==> config.mk <==
export PLATFORM = sky130hd
export DESIGN_NAME = keeloq_block_cipher
export DESIGN_NICKNAME = d
export VERILOG_FILES = /design/src/rtl/core/kq_pkg.sv /design/src/rtl/core/keeloq_block_cipher.sv /design/src/rtl/core/kq_cell.sv /design/src/rtl/core/kq_feedback.sv /design/src/rtl/core/kq_cfg_regs.sv
export SDC_FILE = /design/constraint.sdc
export NUM_CORES = 1
export LEC_CHECK = 0
export BUFFER_PORTS_ARGS = -buffer_cell sky130_fd_sc_hd__clkbuf_2
export CAP_MARGIN = 20
export CELL_PAD_IN_SITES_DETAIL_PLACEMENT = 1
export CELL_PAD_IN_SITES_GLOBAL_PLACEMENT = 1
export CORE_ASPECT_RATIO = 0.6
export CORE_MARGIN = 8
export CORE_UTILIZATION = 40
export CTS_BUF_LIST = sky130_fd_sc_hd__clkbuf_2
export DETAILED_ROUTE_END_ITERATION = 10
export GPL_ROUTABILITY_DRIVEN = 0
export PLACE_DENSITY = 0.8
export SKIP_CTS_REPAIR_TIMING = 1
export SLEW_MARGIN = 20
export SYNTH_ARGS = -nofsm -noshare
export SYNTH_HDL_FRONTEND = slang
export SYNTH_SLANG_ARGS = --single-unit
==> constraint.sdc <==
create_clock -name clk -period 3.8 [get_ports clk]
set_clock_uncertainty 0.1 [all_clocks]
set_input_delay 0.57 -clock clk [delete_from_list [all_inputs] [get_ports clk]]
set_output_delay 0.57 -clock clk [all_outputs]
set_load 0.01 [all_outputs]
==> src/rtl/core/kq_pkg.sv <==
// Shared types, constants and the nonlinear function for the KeeLoq core.
package kq_pkg;

  localparam int unsigned BLOCK_W      = 32;
  localparam int unsigned KEY_W        = 64;
  localparam int unsigned KIDX_W       = 6;
  localparam int unsigned ROUNDS_DEF   = 528;
  localparam int unsigned CFG_DATA_W   = 64;
  localparam int unsigned CFG_ADDR_W   = 4;

  localparam logic [31:0] NLF_TABLE    = 32'h3A5C742E;

  // register index, taken from paddr bit 3 (8-byte register spacing)
  localparam logic REG_CIPHER_KEY = 1'b0;

  // operation codes carried in tuser
  localparam logic CMD_ENCRYPT = 1'b0;
  localparam logic CMD_DECRYPT = 1'b1;

  typedef enum logic [2:0] {
    ST_IDLE = 3'b001,
    ST_RUN  = 3'b010,
    ST_XFER = 3'b100
  } kq_state_t;

  typedef struct packed {
    logic load;   // take the input block
    logic shift;  // one round
    logic dec;    // shift toward bit 31 (decrypt) instead of toward bit 0
  } kq_cell_ctrl_t;

  function automatic logic nlf(input logic a, input logic b, input logic c,
                               input logic d, input logic e);
    logic [4:0] sel;
    sel = {a, b, c, d, e};
    return NLF_TABLE[sel];
  endfunction

endpackage

==> src/rtl/core/keeloq_block_cipher.sv <==
// KeeLoq block cipher top level: 32 bit cells, feedback, key register, control.
//
//  channel | dir | handshake          | payload
//  in_     | in  | in_tvalid/tready   | tdata: block_in[31:0]; tuser: command
//  out_    | out | out_tvalid/tready  | tdata: block_out[31:0]
//  cfg_    | in  | APB, pready high   | addr 0: cipher_key[63:0]
//
// One round per clock in the cell chain: an item passes through load, ROUND_COUNT
// rounds and the transfer to the output register.
// The next item is accepted once the previous result sits in the output
// register, even while out_tready is low; a stalled output holds the chain.
// rst_n is synchronous; it clears control state and the key, not the data cells.
module keeloq_block_cipher
  import kq_pkg::*;
#(
  parameter int unsigned ROUND_COUNT = ROUNDS_DEF
)
(
  input  logic                  clk,
  input  logic                  rst_n,
  input  logic                  in_tvalid,
  output logic                  in_tready,
  input  logic [BLOCK_W-1:0]    in_tdata,   // [31:0] block_in
  input  logic                  in_tuser,   // [0] command
  output logic                  out_tvalid,
  input  logic                  out_tready,
  output logic [BLOCK_W-1:0]    out_tdata,  // [31:0] block_out
  input  logic                  cfg_psel,
  input  logic                  cfg_penable,
  input  logic                  cfg_pwrite,
  input  logic [CFG_ADDR_W-1:0] cfg_paddr,
  input  logic [CFG_DATA_W-1:0] cfg_pwdata,
  output logic [CFG_DATA_W-1:0] cfg_prdata,
  output logic                  cfg_pready
);

  localparam int unsigned CNT_W = $clog2(ROUND_COUNT + 1);
  localparam logic [KIDX_W-1:0] KEY_DEC_START = KIDX_W'((ROUND_COUNT - 1) % KEY_W);

  kq_state_t           state_r, state_nxt;
  logic [CNT_W-1:0]    cnt_r, cnt_nxt;
  logic [KIDX_W-1:0]   kidx_r, kidx_nxt;
  logic                dec_r, dec_nxt;
  logic                out_valid_r, out_valid_nxt;
  logic [BLOCK_W-1:0]  out_data_r, out_data_nxt;

  logic [KEY_W-1:0]    key;
  logic [BLOCK_W-1:0]  blk;
  logic                fb;
  kq_cell_ctrl_t       cell_ctrl;
  logic                in_fire;
  logic                slot_free;

  assign in_fire   = in_tvalid && in_tready;
  assign in_tready = (state_r == ST_IDLE);
  assign slot_free = !out_valid_r || out_tready;

  assign cell_ctrl.load  = in_fire;
  assign cell_ctrl.shift = (state_r == ST_RUN);
  assign cell_ctrl.dec   = dec_r;

  kq_cfg_regs u_cfg (
    .clk     (clk),
    .rst_n   (rst_n),
    .psel    (cfg_psel),
    .penable (cfg_penable),
    .pwrite  (cfg_pwrite),
    .paddr   (cfg_paddr),
    .pwdata  (cfg_pwdata),
    .prdata  (cfg_prdata),
    .pready  (cfg_pready),
    .key     (key)
  );

  kq_feedback u_fb (
    .blk     (blk),
    .dec     (dec_r),
    .key_bit (key[kidx_r]),
    .fb      (fb)
  );

  // encrypt: bit i takes bit i+1, fb enters at 31; decrypt: bit i takes i-1, fb at 0
  for (genvar i = 0; i < BLOCK_W; i++) begin : g_cell
    logic upper;
    logic lower;
    if (i == BLOCK_W - 1) begin : g_top
      assign upper = fb;
    end else begin : g_mid_u
      assign upper = blk[i+1];
    end
    if (i == 0) begin : g_bot
      assign lower = fb;
    end else begin : g_mid_l
      assign lower = blk[i-1];
    end
    kq_cell u_cell (
      .clk        (clk),
      .ctrl       (cell_ctrl),
      .load_bit   (in_tdata[i]),
      .from_upper (upper),
      .from_lower (lower),
      .bit_q      (blk[i])
    );
  end

  always_comb begin
    state_nxt     = state_r;
    cnt_nxt       = cnt_r;
    kidx_nxt      = kidx_r;
    dec_nxt       = dec_r;
    out_valid_nxt = out_valid_r;
    out_data_nxt  = out_data_r;

    if (out_valid_r && out_tready) begin
      out_valid_nxt = 1'b0;
    end

    unique case (state_r)
      ST_IDLE: begin
        if (in_fire) begin
          state_nxt = ST_RUN;
          cnt_nxt   = CNT_W'(ROUND_COUNT);
          dec_nxt   = (in_tuser == CMD_DECRYPT);
          kidx_nxt  = (in_tuser == CMD_DECRYPT) ? KEY_DEC_START : '0;
        end
      end
      ST_RUN: begin
        cnt_nxt  = cnt_r - CNT_W'(1);
        kidx_nxt = dec_r ? (kidx_r - KIDX_W'(1)) : (kidx_r + KIDX_W'(1));
        if (cnt_r == CNT_W'(1)) begin
          state_nxt = ST_XFER;
        end
      end
      ST_XFER: begin
        if (slot_free) begin
          out_valid_nxt = 1'b1;
          out_data_nxt  = blk;
          state_nxt     = ST_IDLE;
        end
      end
      default: begin
        state_nxt = ST_IDLE;
      end
    endcase
  end

  always_ff @(posedge clk) begin
    if (!rst_n) begin
      state_r     <= ST_IDLE;
      cnt_r       <= '0;
      kidx_r      <= '0;
      dec_r       <= 1'b0;
      out_valid_r <= 1'b0;
    end else begin
      state_r     <= state_nxt;
      cnt_r       <= cnt_nxt;
      kidx_r      <= kidx_nxt;
      dec_r       <= dec_nxt;
      out_valid_r <= out_valid_nxt;
    end
  end

  always_ff @(posedge clk) begin
    out_data_r <= out_data_nxt;
  end

  assign out_tvalid = out_valid_r;
  assign out_tdata  = out_data_r;

  a_onehot_state: assert property (@(posedge clk) disable iff (!rst_n)
    $onehot(state_r))
    else $error("state register not one-hot");

  a_accept_starts_run: assert property (@(posedge clk) disable iff (!rst_n)
    in_fire |=> (state_r == ST_RUN) && (cnt_r == CNT_W'(ROUND_COUNT)))
    else $error("accepted block did not start the round sequence");

  a_run_count_live: assert property (@(posedge clk) disable iff (!rst_n)
    (state_r == ST_RUN) |-> (cnt_r != '0) && !in_tready)
    else $error("round counter empty or input open during rounds");

  a_xfer_delivers: assert property (@(posedge clk) disable iff (!rst_n)
    (state_r == ST_XFER) && slot_free |=> out_tvalid && (state_r == ST_IDLE))
    else $error("finished block not moved to the output register");

endmodule

==> src/rtl/core/kq_cell.sv <==
// One bit of the NLFSR data register: loads, or takes a neighbor's bit.
module kq_cell
  import kq_pkg::*;
(
  input  logic          clk,
  input  kq_cell_ctrl_t ctrl,
  input  logic          load_bit,
  input  logic          from_upper,
  input  logic          from_lower,
  output logic          bit_q
);

  logic bit_r;
  logic bit_nxt;

  always_comb begin
    bit_nxt = bit_r;
    if (ctrl.load) begin
      bit_nxt = load_bit;
    end else if (ctrl.shift) begin
      bit_nxt = ctrl.dec ? from_lower : from_upper;
    end
  end

  always_ff @(posedge clk) begin
    bit_r <= bit_nxt;
  end

  assign bit_q = bit_r;

endmodule

==> src/rtl/core/kq_feedback.sv <==
// Round feedback bit: NLF taps, linear taps and the key bit.
module kq_feedback
  import kq_pkg::*;
(
  input  logic [BLOCK_W-1:0] blk,
  input  logic               dec,
  input  logic               key_bit,
  output logic               fb
);

  logic nl_enc;
  logic nl_dec;

  assign nl_enc = nlf(blk[31], blk[26], blk[20], blk[9], blk[1]);
  assign nl_dec = nlf(blk[30], blk[25], blk[19], blk[8], blk[0]);

  assign fb = dec ? (nl_dec ^ blk[31] ^ blk[15] ^ key_bit)
                  : (nl_enc ^ blk[16] ^ blk[0] ^ key_bit);

endmodule

==> src/rtl/core/kq_cfg_regs.sv <==
// APB-style register port holding the 64-bit cipher key.
module kq_cfg_regs
  import kq_pkg::*;
(
  input  logic                  clk,
  input  logic                  rst_n,
  input  logic                  psel,
  input  logic                  penable,
  input  logic                  pwrite,
  input  logic [CFG_ADDR_W-1:0] paddr,
  input  logic [CFG_DATA_W-1:0] pwdata,
  output logic [CFG_DATA_W-1:0] prdata,
  output logic                  pready,
  output logic [KEY_W-1:0]      key
);

  logic [KEY_W-1:0] key_r;
  logic [KEY_W-1:0] key_nxt;
  logic             hit;

  // low address bits are ignored; bit 3 selects the register
  assign hit    = (paddr[3] == REG_CIPHER_KEY);
  assign pready = 1'b1;

  always_comb begin
    key_nxt = key_r;
    if (psel && penable && pwrite && hit) begin
      key_nxt = pwdata[KEY_W-1:0];
    end
  end

  always_ff @(posedge clk) begin
    if (!rst_n) begin
      key_r <= '0;
    end else begin
      key_r <= key_nxt;
    end
  end

  assign prdata = hit ? key_r : '0;
  assign key    = key_r;

endmodule
==> Word level (Yosys, flattened, before mapping) <==
Memory sizes are Yosys's and may differ from the RTL's. A register that Yosys moved wholly into a read port is not among the register bits.
Cells that the tools add are included.
{ "classes": {"n_reduce_logical": 13, "addsub": 3, "mux": 117, "n_lt_le_gt_ge": 3, "bitwise_logic": 7, "n_eq_ne": 7} }
{ "op_table": {"columns": ["op", "count"], "rows": [
  ["1-bit 2-to-1 mux", 103],
  ["64-bit 2-to-1 mux", 1],
  ["10-bit case mux with 2 select lines", 1],
  ["5-bit by 6-bit less-than comparator with 1-bit output, second input constant", 2],
  ["6-bit 2-to-1 mux", 2],
  ["6-bit case mux with 2 select lines", 1],
  ["10-bit by 1-bit equality test with 1-bit output, second input constant", 1],
  ["10-bit 2-to-1 mux", 1],
  ["5-bit 2-to-1 mux", 2],
  ["10-bit by 1-bit subtractor with 10-bit output, second input constant", 1],
  ["3-bit 2-to-1 mux", 3],
  ["3-bit case mux with 3 select lines", 1],
  ["6-bit by 7-bit less-than comparator with 1-bit output, second input constant", 1],
  ["6-bit by 1-bit adder with 6-bit output, second input constant", 1],
  ["1-bit binary-select mux with 6-bit select", 1],
  ["2-bit AND reduction", 3],
  ["6-bit by 1-bit subtractor with 6-bit output, second input constant", 1],
  ["1-bit XOR", 6],
  ["1-bit logical AND", 5],
  ["4-bit 2-to-1 mux", 1],
  ["2-bit by 1-bit != test with 1-bit output, second input constant", 2],
  ["2-bit nonzero test", 2],
  ["3-bit by 1-bit equality test with 1-bit output, second input constant", 1],
  ["3-bit by 2-bit equality test with 1-bit output, second input constant", 1],
  ["other kinds (6)", 6]
]} }
{ "totals": {"regBits": 149, "n_memories": 2, "rom_bits": 64} }
{ "mem_list": {"columns": ["memory", "depth", "word_bits", "read_ports", "rd_clocked_by_memory_dff", "write_ports", "line_no", "text"], "rows": [
  ["(name not given)", 32, 1, 1, 1, 0, "kq_pkg.sv:36", "return NLF_TABLE[sel];"],
  ["(name not given)", 32, 1, 1, 1, 0, "kq_pkg.sv:36", null]
]} }

==> Longest topological paths before layout <==
Gate-level depths: netlist (run 1).
{ "depth": {"word_depth": 10, "ltp_mapped": 12, "ltp_nobuf": 9} }

==> Cells and area by module <==
Synthesis (run 1) repeated with hierarchy kept, for this count alone.
{ "hier_totals": {"cells_unflattened": 756, "area_unflattened_um2": 7699.9} }
{ "by_module_without_submodules": {"columns": ["module", "cells_per_inst", "area_per_inst_um2", "seq_area_each_um2", "instances"], "rows": [
  ["kq_cfg_regs", 351, 3039.2, 1281.2, 1],
  ["keeloq_block_cipher", 209, 2627.5, 1381.3, 1],
  ["kq_cell", 5, 55.1, 30.0, 32],
  ["kq_feedback", 36, 271.5, 0.0, 1]
]} }

==> Least setup slack after synthesis (run 1) <==
OpenSTA, ideal clock, no wires.
{ "synth_path": {"path_type": "input-to-reg", "start": "input port in_tvalid", "end": "register, netlist name u_fb.nl_dec", "required_time_ns": 3.625, "setup_time_ns": 0.075, "arrival_time_ns": 3.343, "path_slack_ns": 0.282, "path_buffers": 2, "path_stages": 11, "path_cell_list": "nor4bb_1 clkbuf_1 nor2_1 inv_2 clkbuf_1 mux2i_1 nand2_1 nor2_1 nor4_1 o31ai_1 o22ai_1"} }
{ "synth_rtl": {"columns": ["element", "line_no", "text"], "rows": [
  ["start: declaration", "keeloq_block_cipher.sv:21", "input logic in_tvalid,"]
]} }

==> flow_summary.yaml, run 1 <==
clock_network:
  cts.clk_slew.worst_paths_ns: 0.25
  cts_root_buf: "clkbuf_2"
  clock_latency_ns: 0.71
  cts_sinks: 151
  clockBufferDepth: 2
  htree_levels: 4
  cts_tree: "built"
  cts_made_buffers: 17
run_status:
  status: "complete, no violations"
synth:
  synthesis.nets: 891
  synthFlopType: "dfxtp_1"
  avgSynthCellArea_um2: 9.45
  synth_area_leaders: "edfxtp_1, dfxtp_1, nand2_1"
  yosysWarnings: 0
  netlist.area_leader.share_pct: 26.2
  yosys.area.top_type: "edfxtp_1"
  netlist_area_um2: 7340
  ys_seq_elements: 151
  synth_seq_area_share_pct: 49.9
  synth_edf_count: 64
  async_flop_share_pct: 0
  syn_inst: 776
  synth.distinct_cells: 64
global_routing:
  grt_overflow_total: 0
  grt_pass1_wl_mm: 36.5
  grt_pass1_vias: 6576
  antenna_found_initial: 0
  grt.total_usage_pct: 19.7
  grt_max_degree: 65
setup_path:
  worstPathMaxFanout: 16
  required_ns: 4.28
  crit_path_start_kind: "flip-flop"
  worstSetupPathType: "flip-flop to flip-flop"
  crit_arrival_ns: 3.78
  endpoint_kind: "flip-flop"
  r2r_slack_ns: 0.50
  reg2reg_from: "kidx_r[0]"
  r2r-end: "u_fb.nl_dec"
  ff2ff_path_depth: 8
power_and_ir_drop:
  powerDensity_nw_per_um2: 366
  ir_drop_v: 0.000190
  p_leak_nw: 3.78
sta:
  period_share_pct: 86.9
  hold_violations: 0
  relSlewSlack_pct: 44.0
  clock.fmax_ghz: 0.303
  whs_ns: 0.0419
  rsz0062_at_grt: "false"
  slew_violations: 0
  finalSetupTns_ns: 0
  setup_viol: 0
  finalCriticalPeriod_ns: 3.30
  max_slew.worst_pin.slew_ns: 0.839
min_path:
  worstHoldStart: "in_tdata[4]"
  hold_path_end: "g_cell[4].u_cell.bit_q"
  hold_depth: 3
  hold_path_class: "input pin to flip-flop"
detailed_routing:
  drc: 0
  via_per_inst: 5.21
  routed_wl_mm: 24.9
  drtIter0Drc: 488
  dr.pass1.iters: 5
  wire_per_inst_um: 19.4
  drtAntennaViolNets: 0
  vias: 6675
die:
  die_w_um: 191
  start_util_pct: 40.7
  die_h_um: 121
  core_um2: 18000
  io_pins: 207
  die_area_um2: 23100
  rows: 38
place:
  place_hpwl_mm: 16.7
  portBuffers: 202
run:
  maxCapViolCount: 0
cells_and_area:
  layout.nets: 1144
  area_delta_synth_final_pct: 30.0
  antenna_cells: 0
  layout-drive-gt1-share_pct: 26.7
-- layout make-up --
class,instances,area [um^2]
tap,240,300
multi-input combinational,555,3400
sequential,151,3660
clock buffer,19,95.1
inverter,15,56.3
timing repair buffer,289,1870
fill,2111,8480
clock inverter,13,145
-- metrics by stage --
stage	total power [W]	setup slack [ns]	cell area, um^2	std cells	utilization [%]
after floorplan	0.00227	0.282	7340	776	-
after global placement	0.00246	0.584	8570	1178	47.6
after detailed placement	0.00249	0.514	8570	1178	47.6
after CTS	0.00346	0.489	8810	1210	48.9
after global routing	0.00366	0.302	9540	1282	52.9
final	0.00349	0.498	9540	1282	52.9
-- synthesized netlist by cell type, types with 2 or more instances --
cell,instances
nand2_1,178
buf_2,2
nor2b_1,66
xor2_1,3
nor3b_1,6
nor4_1,3
o21ai_1,27
dfxtp_1,87
o32a_1,2
nor2_1,33
inv_1,14
nand3_1,10
a22oi_1,4
mux2i_1,34
a21oi_1,87
a31oi_1,2
o21a_1,2
mux2_2,5
o22ai_1,2
buf_1,4
nand2b_1,4
a21boi_0,2
ha_1,6
buf_6,2
and3_1,2
nor3_1,6
clkbuf_1,46
a21o_1,2
o21ai_0,5
nand4b_1,3
a211oi_1,3
mux4_2,16
edfxtp_1,64
o31ai_1,3
a221o_1,2
o221ai_1,3
xnor2_1,6
or2_0,2
mux2_1,3
-- cells in the final DEF (no fill, tap or decap), types with 3 or more instances in the layout --
cell             n
xnor2_1          6
nor4_1           3
o21ai_1         27
o221ai_1         3
o21ai_0          5
o31ai_1          3
nor2b_1         66
edfxtp_1        64
mux2_2           5
buf_4           13
dfxtp_1         86
nor3_1           6
inv_6            5
a211oi_1         3
a22oi_1          4
nand4b_1         3
a21oi_1         87
mux2i_1         34
clkinvlp_4       5
dlygate4sd3_1   72
mux4_2          16
mux2_1           3
nor3b_1          6
xor2_1           3
nand3_1         10
nand2_1        178
clkbuf_2       221
ha_1             6
nand2b_1         4
inv_1           13
nor2_1          33
-- worst max-delay path, stage by stage (launching register included) --
cell and delay, ns:
dfxtp_1 0.37, buf_4 0.30, mux4_2 0.59, mux4_2 0.53, o32a_1 0.37, mux2_4 0.34, and2_4 0.16, o41ai_2 0.33
o22ai_1 0.13
-- worst max path at each step --
stage,start,end,slack (ns)
floorplan,in_tvalid,u_fb.nl_dec,0.28
global placement,kidx_r[0],u_fb.nl_dec,0.58
detailed placement,kidx_r[0],u_fb.nl_dec,0.51
CTS,kidx_r[0],u_fb.nl_dec,0.49
global route,kidx_r[0],u_fb.nl_dec,0.30
finish,kidx_r[0],u_fb.nl_dec,0.50
-- routing by layer --
metal | global-route usage, % | routed length, um | up-vias | share of wire, %
met5 | 0 | 0 | - | 0
met4 | 4.68 | 285 | 0 | 1.1
met3 | 5.37 | 1720 | 28 | 6.9
met2 | 29.7 | 11400 | 207 | 46
met1 | 27.5 | 11500 | 3236 | 46
li1 | - | - | 3204 | -
-- cell families (layout without fill, tap and decap cells) --
logic type	Yosys count	count (layout)	synth area share (%)
and+or+nand+nor	324	324	20.7
AOI/OAI and AO/OA	155	155	12.1
DFF	151	151	49.9
buffers and inverters	70	336	3.87
muxes	59	59	11.0
xor gates and xnor gates	9	9	1.07
adders and majority gates	7	7	1.30
other	1	1	0.0511
-- power breakdown --
part	total [W]	switching, W	internal [W]
registers	0.00190	0.0000980	0.00180
logic	0.000625	0.000339	0.000286
clock network	0.000962	0.000648	0.000313
total	0.00349	0.00109	0.00240
-- sequential cells by signal, indices dropped and copies added (netlist names), 3 cells and up --
register / flops
cnt_r: 10
g_cell.u_cell.bit_q: 32
kidx_r: 6
out_tdata: 32
state_r: 3
u_cfg.key: 64
Power figures use the tool's default switching activity.
==> inputs of run 2 (changes only) <==
--- a/config.mk
+++ b/config.mk
@@ -15,6 +15,7 @@
 export CTS_BUF_LIST = sky130_fd_sc_hd__clkbuf_2
 export DETAILED_ROUTE_END_ITERATION = 10
 export GPL_ROUTABILITY_DRIVEN = 0
+export HOLD_SLACK_MARGIN = 0.15
 export PLACE_DENSITY = 0.8
 export SKIP_CTS_REPAIR_TIMING = 1
 export SLEW_MARGIN = 20
==> flow_summary.yaml, run 2 (synthesis results as in run 1) <==
run_status:
  status: "complete, no violations"
sta:
  relSlewSlack_pct: 43.2
  clock.fmax_ghz: 0.302
  hold_violations: 0
  period_share_pct: 87.1
  finalCriticalPeriod_ns: 3.31
  setup_viol: 0
  rsz0062_at_grt: "false"
  max_slew.worst_pin.slew_ns: 0.851
  slew_violations: 0
  finalSetupTns_ns: 0
cells_and_area:
  layout-drive-gt1-share_pct: 26.0
  final_cells: 1310
  fillers: 2085
  multi_input_area_um2: 3400
  area_delta_synth_final_pct: 33.8
  area.sequential_um2: 3660
  final_common_cell: "clkbuf_2"
  layout.nets: 1172
  antenna_cells: 0
  layout_common_cells: "clkbuf_2, nand2_1, dlygate4sd3_1"
  design_area_um2: 9820
  largest_reg_flops: 64
clock_network:
  clockBufferDepth: 2
  cts_root_buf: "clkbuf_2"
  cts_made_buffers: 17
  cts_sinks: 151
  htree_levels: 4
  clock_latency_ns: 0.72
  cts.clk_slew.worst_paths_ns: 0.23
  cts_tree: "built"
power_and_ir_drop:
  ir_drop_v: 0.000186
  p_leak_nw: 3.89
  powerDensity_nw_per_um2: 358
die:
  die_area_um2: 23100
  core_um2: 18000
  start_util_pct: 40.7
  die_w_um: 191
  rows: 38
  io_pins: 207
  die_h_um: 121
place:
  place_hpwl_mm: 16.7
  placed_area_um2: 8570
  dp_cells: 1178
  portBuffers: 202
detailed_routing:
  wire_per_inst_um: 19.3
  routed_wl_mm: 25.3
  via_per_inst: 5.18
  vias: 6791
  drtAntennaViolNets: 0
  drtIter0Drc: 501
  dr.pass1.iters: 5
  drc: 0
setup_path:
  worstPathMaxFanout: 16
  max_stage_delay_ns: 0.59
  crit_path_start_kind: "flip-flop"
  endpoint_kind: "flip-flop"
  crit_arrival_ns: 3.79
  cp_slowest_cell: "mux4_2"
  path_cells: "buf_4 -> mux4_2 -> mux4_2 -> o32a_1 -> mux2_4 -> and2_4 -> o41ai_2 -> o22ai_1"
  required_ns: 4.28
  reg2reg_from: "kidx_r[0]"
  cpMostUsedCell: "mux4_2"
  worstSetupPathType: "flip-flop to flip-flop"
  setup.worst_path.start: "kidx_r[0]"
global_routing:
  grt.total_usage_pct: 19.7
  grt_pass1_vias: 6576
  grt_pass1_wl_mm: 36.5
  grt_overflow_total: 0
  antenna_found_initial: 0
  grt_max_degree: 65
min_path:
  hold_path_class: "input pin to flip-flop"
  worstHoldStart: "in_tvalid"
run:
  maxCapViolCount: 0
run 2: cell count changes in the layout (fill, tap and decap cells not counted):
cell	change
dlygate4sd3_1	+28
run 2: worst max-delay path, delay by kind of cell, from the launching register on:
family,cells,cell delay [ns]
mux,3,1.46
flops,1,0.37
buf+inv,1,0.31
compound gates,3,0.83
simple gates,1,0.16
run 2: path summary, 6_finish.rpt:
check	end	slack, ns	depth (start not counted)
max	u_fb.nl_dec	0.49	8
min	state_r[1]	0.36	3
max reg2reg	u_fb.nl_dec	0.49	8
min reg2reg	u_cfg.key[49]	0.39	2
run 2: layout make-up:
type	instances	share of cell area, %
sequential	151	37.3
multi-input combinational	555	34.7
timing repair buffer	317	21.9
tap	240	3.06
clock inverter	13	1.48
clock buffer	19	0.969
inverter	15	0.574
run 2: power breakdown:
part           switching, W  total (W)  internal [W]  leakage [nW]
Clock              0.000646   0.000960      0.000314         0.132
Combinational      0.000346   0.000650      0.000305          2.46
Sequential        0.0000981    0.00190       0.00180          1.30
run 2: through the flow:
step                      worst slack (ns)  hold slack, ns  total power, W  utilization (%)
after floorplan                      0.282           0.342         0.00227                -
after global placement               0.584           0.353         0.00246             47.6
after detailed placement             0.514           0.357         0.00249             47.6
after CTS                            0.489          -0.175         0.00346             48.9
after global routing                 0.311           0.316         0.00368             54.5
final                                0.490           0.365         0.00351             54.5
run 2: layer usage:
metal | vias up | track usage, % | share of wire (%)
met3 | 24 | 5.37 | 7.2
met4 | 0 | 4.68 | 1.0
met1 | 3291 | 27.5 | 45
met2 | 218 | 29.7 | 47
met5 | - | 0 | 0
li1 | 3258 | - | -
==> inputs of run 3 (changes only) <==
--- a/config.mk
+++ b/config.mk
@@ -5,13 +5,14 @@
 export SDC_FILE = /design/constraint.sdc
 export NUM_CORES = 1
 export LEC_CHECK = 0
+export ABC_AREA = 1
 export BUFFER_PORTS_ARGS = -buffer_cell sky130_fd_sc_hd__clkbuf_2
 export CAP_MARGIN = 20
 export CELL_PAD_IN_SITES_DETAIL_PLACEMENT = 1
 export CELL_PAD_IN_SITES_GLOBAL_PLACEMENT = 1
 export CORE_ASPECT_RATIO = 0.6
 export CORE_MARGIN = 8
-export CORE_UTILIZATION = 40
+export CORE_UTILIZATION = 39
 export CTS_BUF_LIST = sky130_fd_sc_hd__clkbuf_2
 export DETAILED_ROUTE_END_ITERATION = 10
 export GPL_ROUTABILITY_DRIVEN = 0
==> flow_summary.yaml, run 3 <==
global_routing:
  antenna_found_initial: 0
  grt_max_degree: 99
  grt.total_usage_pct: 19.6
  grt_pass1_vias: 6900
  grt_overflow_total: 0
  grt_pass1_wl_mm: 36.7
power_and_ir_drop:
  p_int_w: 0.00242
  p_leak_nw: 4.06
  seqPwrFrac_pct: 52.5
  ir_drop_v: 0.000129
  switching_share_pct: 34.4
  p_clk_share_pct: 25.2
  combPwrFrac_pct: 22.3
  p_switching_w: 0.00127
  powerDensity_nw_per_um2: 391
clock_network:
  cts_tree: "built"
  cts_root_buf: "clkbuf_2"
  clockBufferDepth: 2
  cts.clk_slew.worst_paths_ns: 0.23
  htree_levels: 4
  clock_latency_ns: 0.74
  cts_sinks: 151
  cts_made_buffers: 17
synth:
  synth_common_cells: "nand2_1, inv_1, nor2_1, a21oi_1, dfxtp_1"
  netlist.area_leader.share_pct: 26.7
  synthFlopType: "dfxtp_1"
  yosysWarnings: 0
  synth_top_family_by_area: "simple AND/OR/NAND/NOR gates"
  netlist_area_um2: 7200
  muxShareOfSynthArea_pct: 0
  yosys.area_share.xor_xnor_pct: 0.608
  yosys.area_share.simple_pct: 19.1
  async_flop_share_pct: 0
  synth_area_leaders: "edfxtp_1, dfxtp_1, nand2_1"
  avgSynthCellArea_um2: 8.09
  synthesis.nets: 1005
  synth.most_common_cell: "nand2_1"
  synth_seq_area_share_pct: 50.9
  synthAdderAreaFrac_pct: 1.32
  synth_compound_area_share_pct: 17.7
  yosys.area.top_type: "edfxtp_1"
  synth.distinct_cells: 45
  syn_inst: 890
  synth_edf_count: 64
  ys_seq_elements: 151
setup_path:
  reg2reg_from: "state_r[0]"
  endpoint_kind: "flip-flop"
  crit_path_start_kind: "flip-flop"
  r2r-end: "u_fb.nl_enc"
  worstSetupPathType: "flip-flop to flip-flop"
  crit_arrival_ns: 3.30
  r2r_slack_ns: 1.01
  worstPathMaxFanout: 42
  required_ns: 4.31
  ff2ff_path_depth: 13
run_status:
  status: "complete, no violations"
die:
  die_w_um: 191
  start_util_pct: 39.9
  io_pins: 207
  rows: 38
  die_h_um: 121
  die_area_um2: 23200
  core_um2: 18100
cells_and_area:
  final_common_cell: "clkbuf_2"
  area_delta_synth_final_pct: 31.0
  layout_common_cells: "clkbuf_2, nand2_1, inv_1"
  antenna_cells: 0
  layout-drive-gt1-share_pct: 23.6
  largest_reg_flops: 64
  layout.nets: 1271
  utilization_pct: 52.2
place:
  place_hpwl_mm: 16.5
  portBuffers: 202
sta:
  max_slew.worst_pin.slew_ns: 0.863
  period_share_pct: 73.4
  clock.fmax_ghz: 0.358
  finalCriticalPeriod_ns: 2.79
  hold_violations: 0
  rsz0062_at_grt: "false"
  setup_viol: 0
  finalSetupTns_ns: 0
  relSlewSlack_pct: 42.5
  slew_violations: 0
min_path:
  hold_path_class: "input pin to flip-flop"
  hold_path_end: "g_cell[31].u_cell.bit_q"
  worstHoldStart: "in_tdata[31]"
  hold_depth: 5
detailed_routing:
  drtAntennaViolNets: 0
  vias: 7195
  via_per_inst: 5.11
  wire_per_inst_um: 17.9
  drc: 0
  routed_wl_mm: 25.3
  dr.pass1.iters: 5
  drtIter0Drc: 353
run:
  maxCapViolCount: 0
-- run 3: changes by cell type after synthesis, moves of 34 or more --
cell and change:
o21ai_0 +68, inv_1 +101, nor2_1 +73, nand3_1 +55
nor2b_1 -66, nand2_1 -45, mux2i_1 -34
-- run 3: routing by layer --
metal  GRT usage (%)  vias to the layer above  wire length (um)
met5               0                        -                 0
met4            3.88                        0               265
met3            4.25                       25              1560
met2            31.2                      223             11800
met1            27.0                     3465             11600
li1                -                     3482                 -
-- run 3: cells by family after synthesis --
| family | count (synthesis) |
|---|---|
| adder cells (fa/ha/maj) | 7 |
| other | 1 |
| flip-flops | 151 |
| AND/OR/NAND/NOR | 323 |
| XOR/XNOR | 5 |
| AO/OA/AOI/OAI | 228 |
| buffers and inverters | 175 |
-- run 3: stage by stage --
step	instance area [um^2]	hold slack, ns	setup slack (ns)	total power [W]	instances
2_1_floorplan	7210	0.326	0.866	0.00246	890
3_3_place_gp	8300	0.331	1.14	0.00266	1287
3_5_place_dp	8300	0.340	0.991	0.00270	1287
4_1_cts	8530	-0.0784	1.01	0.00362	1319
5_1_grt	9430	0.141	0.737	0.00388	1409
6_report	9430	0.167	1.01	0.00369	1409
-- run 3: critical path: stages, from the launching register on --
cell and delay [ns]:
dfxtp_1 0.46, inv_2 0.08, nor3_4 0.18, nand2_4 0.35, nand2_2 0.19, buf_4 0.51
or2_2 0.22, o21ai_2 0.07, nand2_1 0.08, nand2_1 0.06, a21oi_1 0.17, a21oi_1 0.08
nand2_1 0.07, nand2_1 0.06
-- run 3: power groups by stage --
stage | Combinational (W) | Clock (W) | Sequential, W
finish | 0.000821 | 0.000931 | 0.00194
global route | 0.000910 | 0.00102 | 0.00195
CTS | 0.000735 | 0.000952 | 0.00194
detailed placement | 0.000730 | 0 | 0.00197
global placement | 0.000695 | 0 | 0.00196
floorplan | 0.000533 | 0 | 0.00193
-- run 3: layout make-up --
cell class                 count  area, um^2
clock buffer                  19        95.1
timing repair buffer         299        1960
clock inverter                13         136
inverter                     123         470
fill                        2243        8630
sequential                   151        3660
tap                          240         300
multi-input combinational    564        2800
-- run 3: worst max-delay path by stage --
stage                        end  slack, ns        from
global placement     u_fb.nl_enc       1.14   in_tvalid
global route         u_fb.nl_enc       0.74  state_r[0]
finish               u_fb.nl_enc       1.01  state_r[0]
floorplan           out_tdata[0]       0.87  out_tready
CTS                  u_fb.nl_dec       1.01   kidx_r[0]
detailed placement   u_fb.nl_enc       0.99   in_tvalid
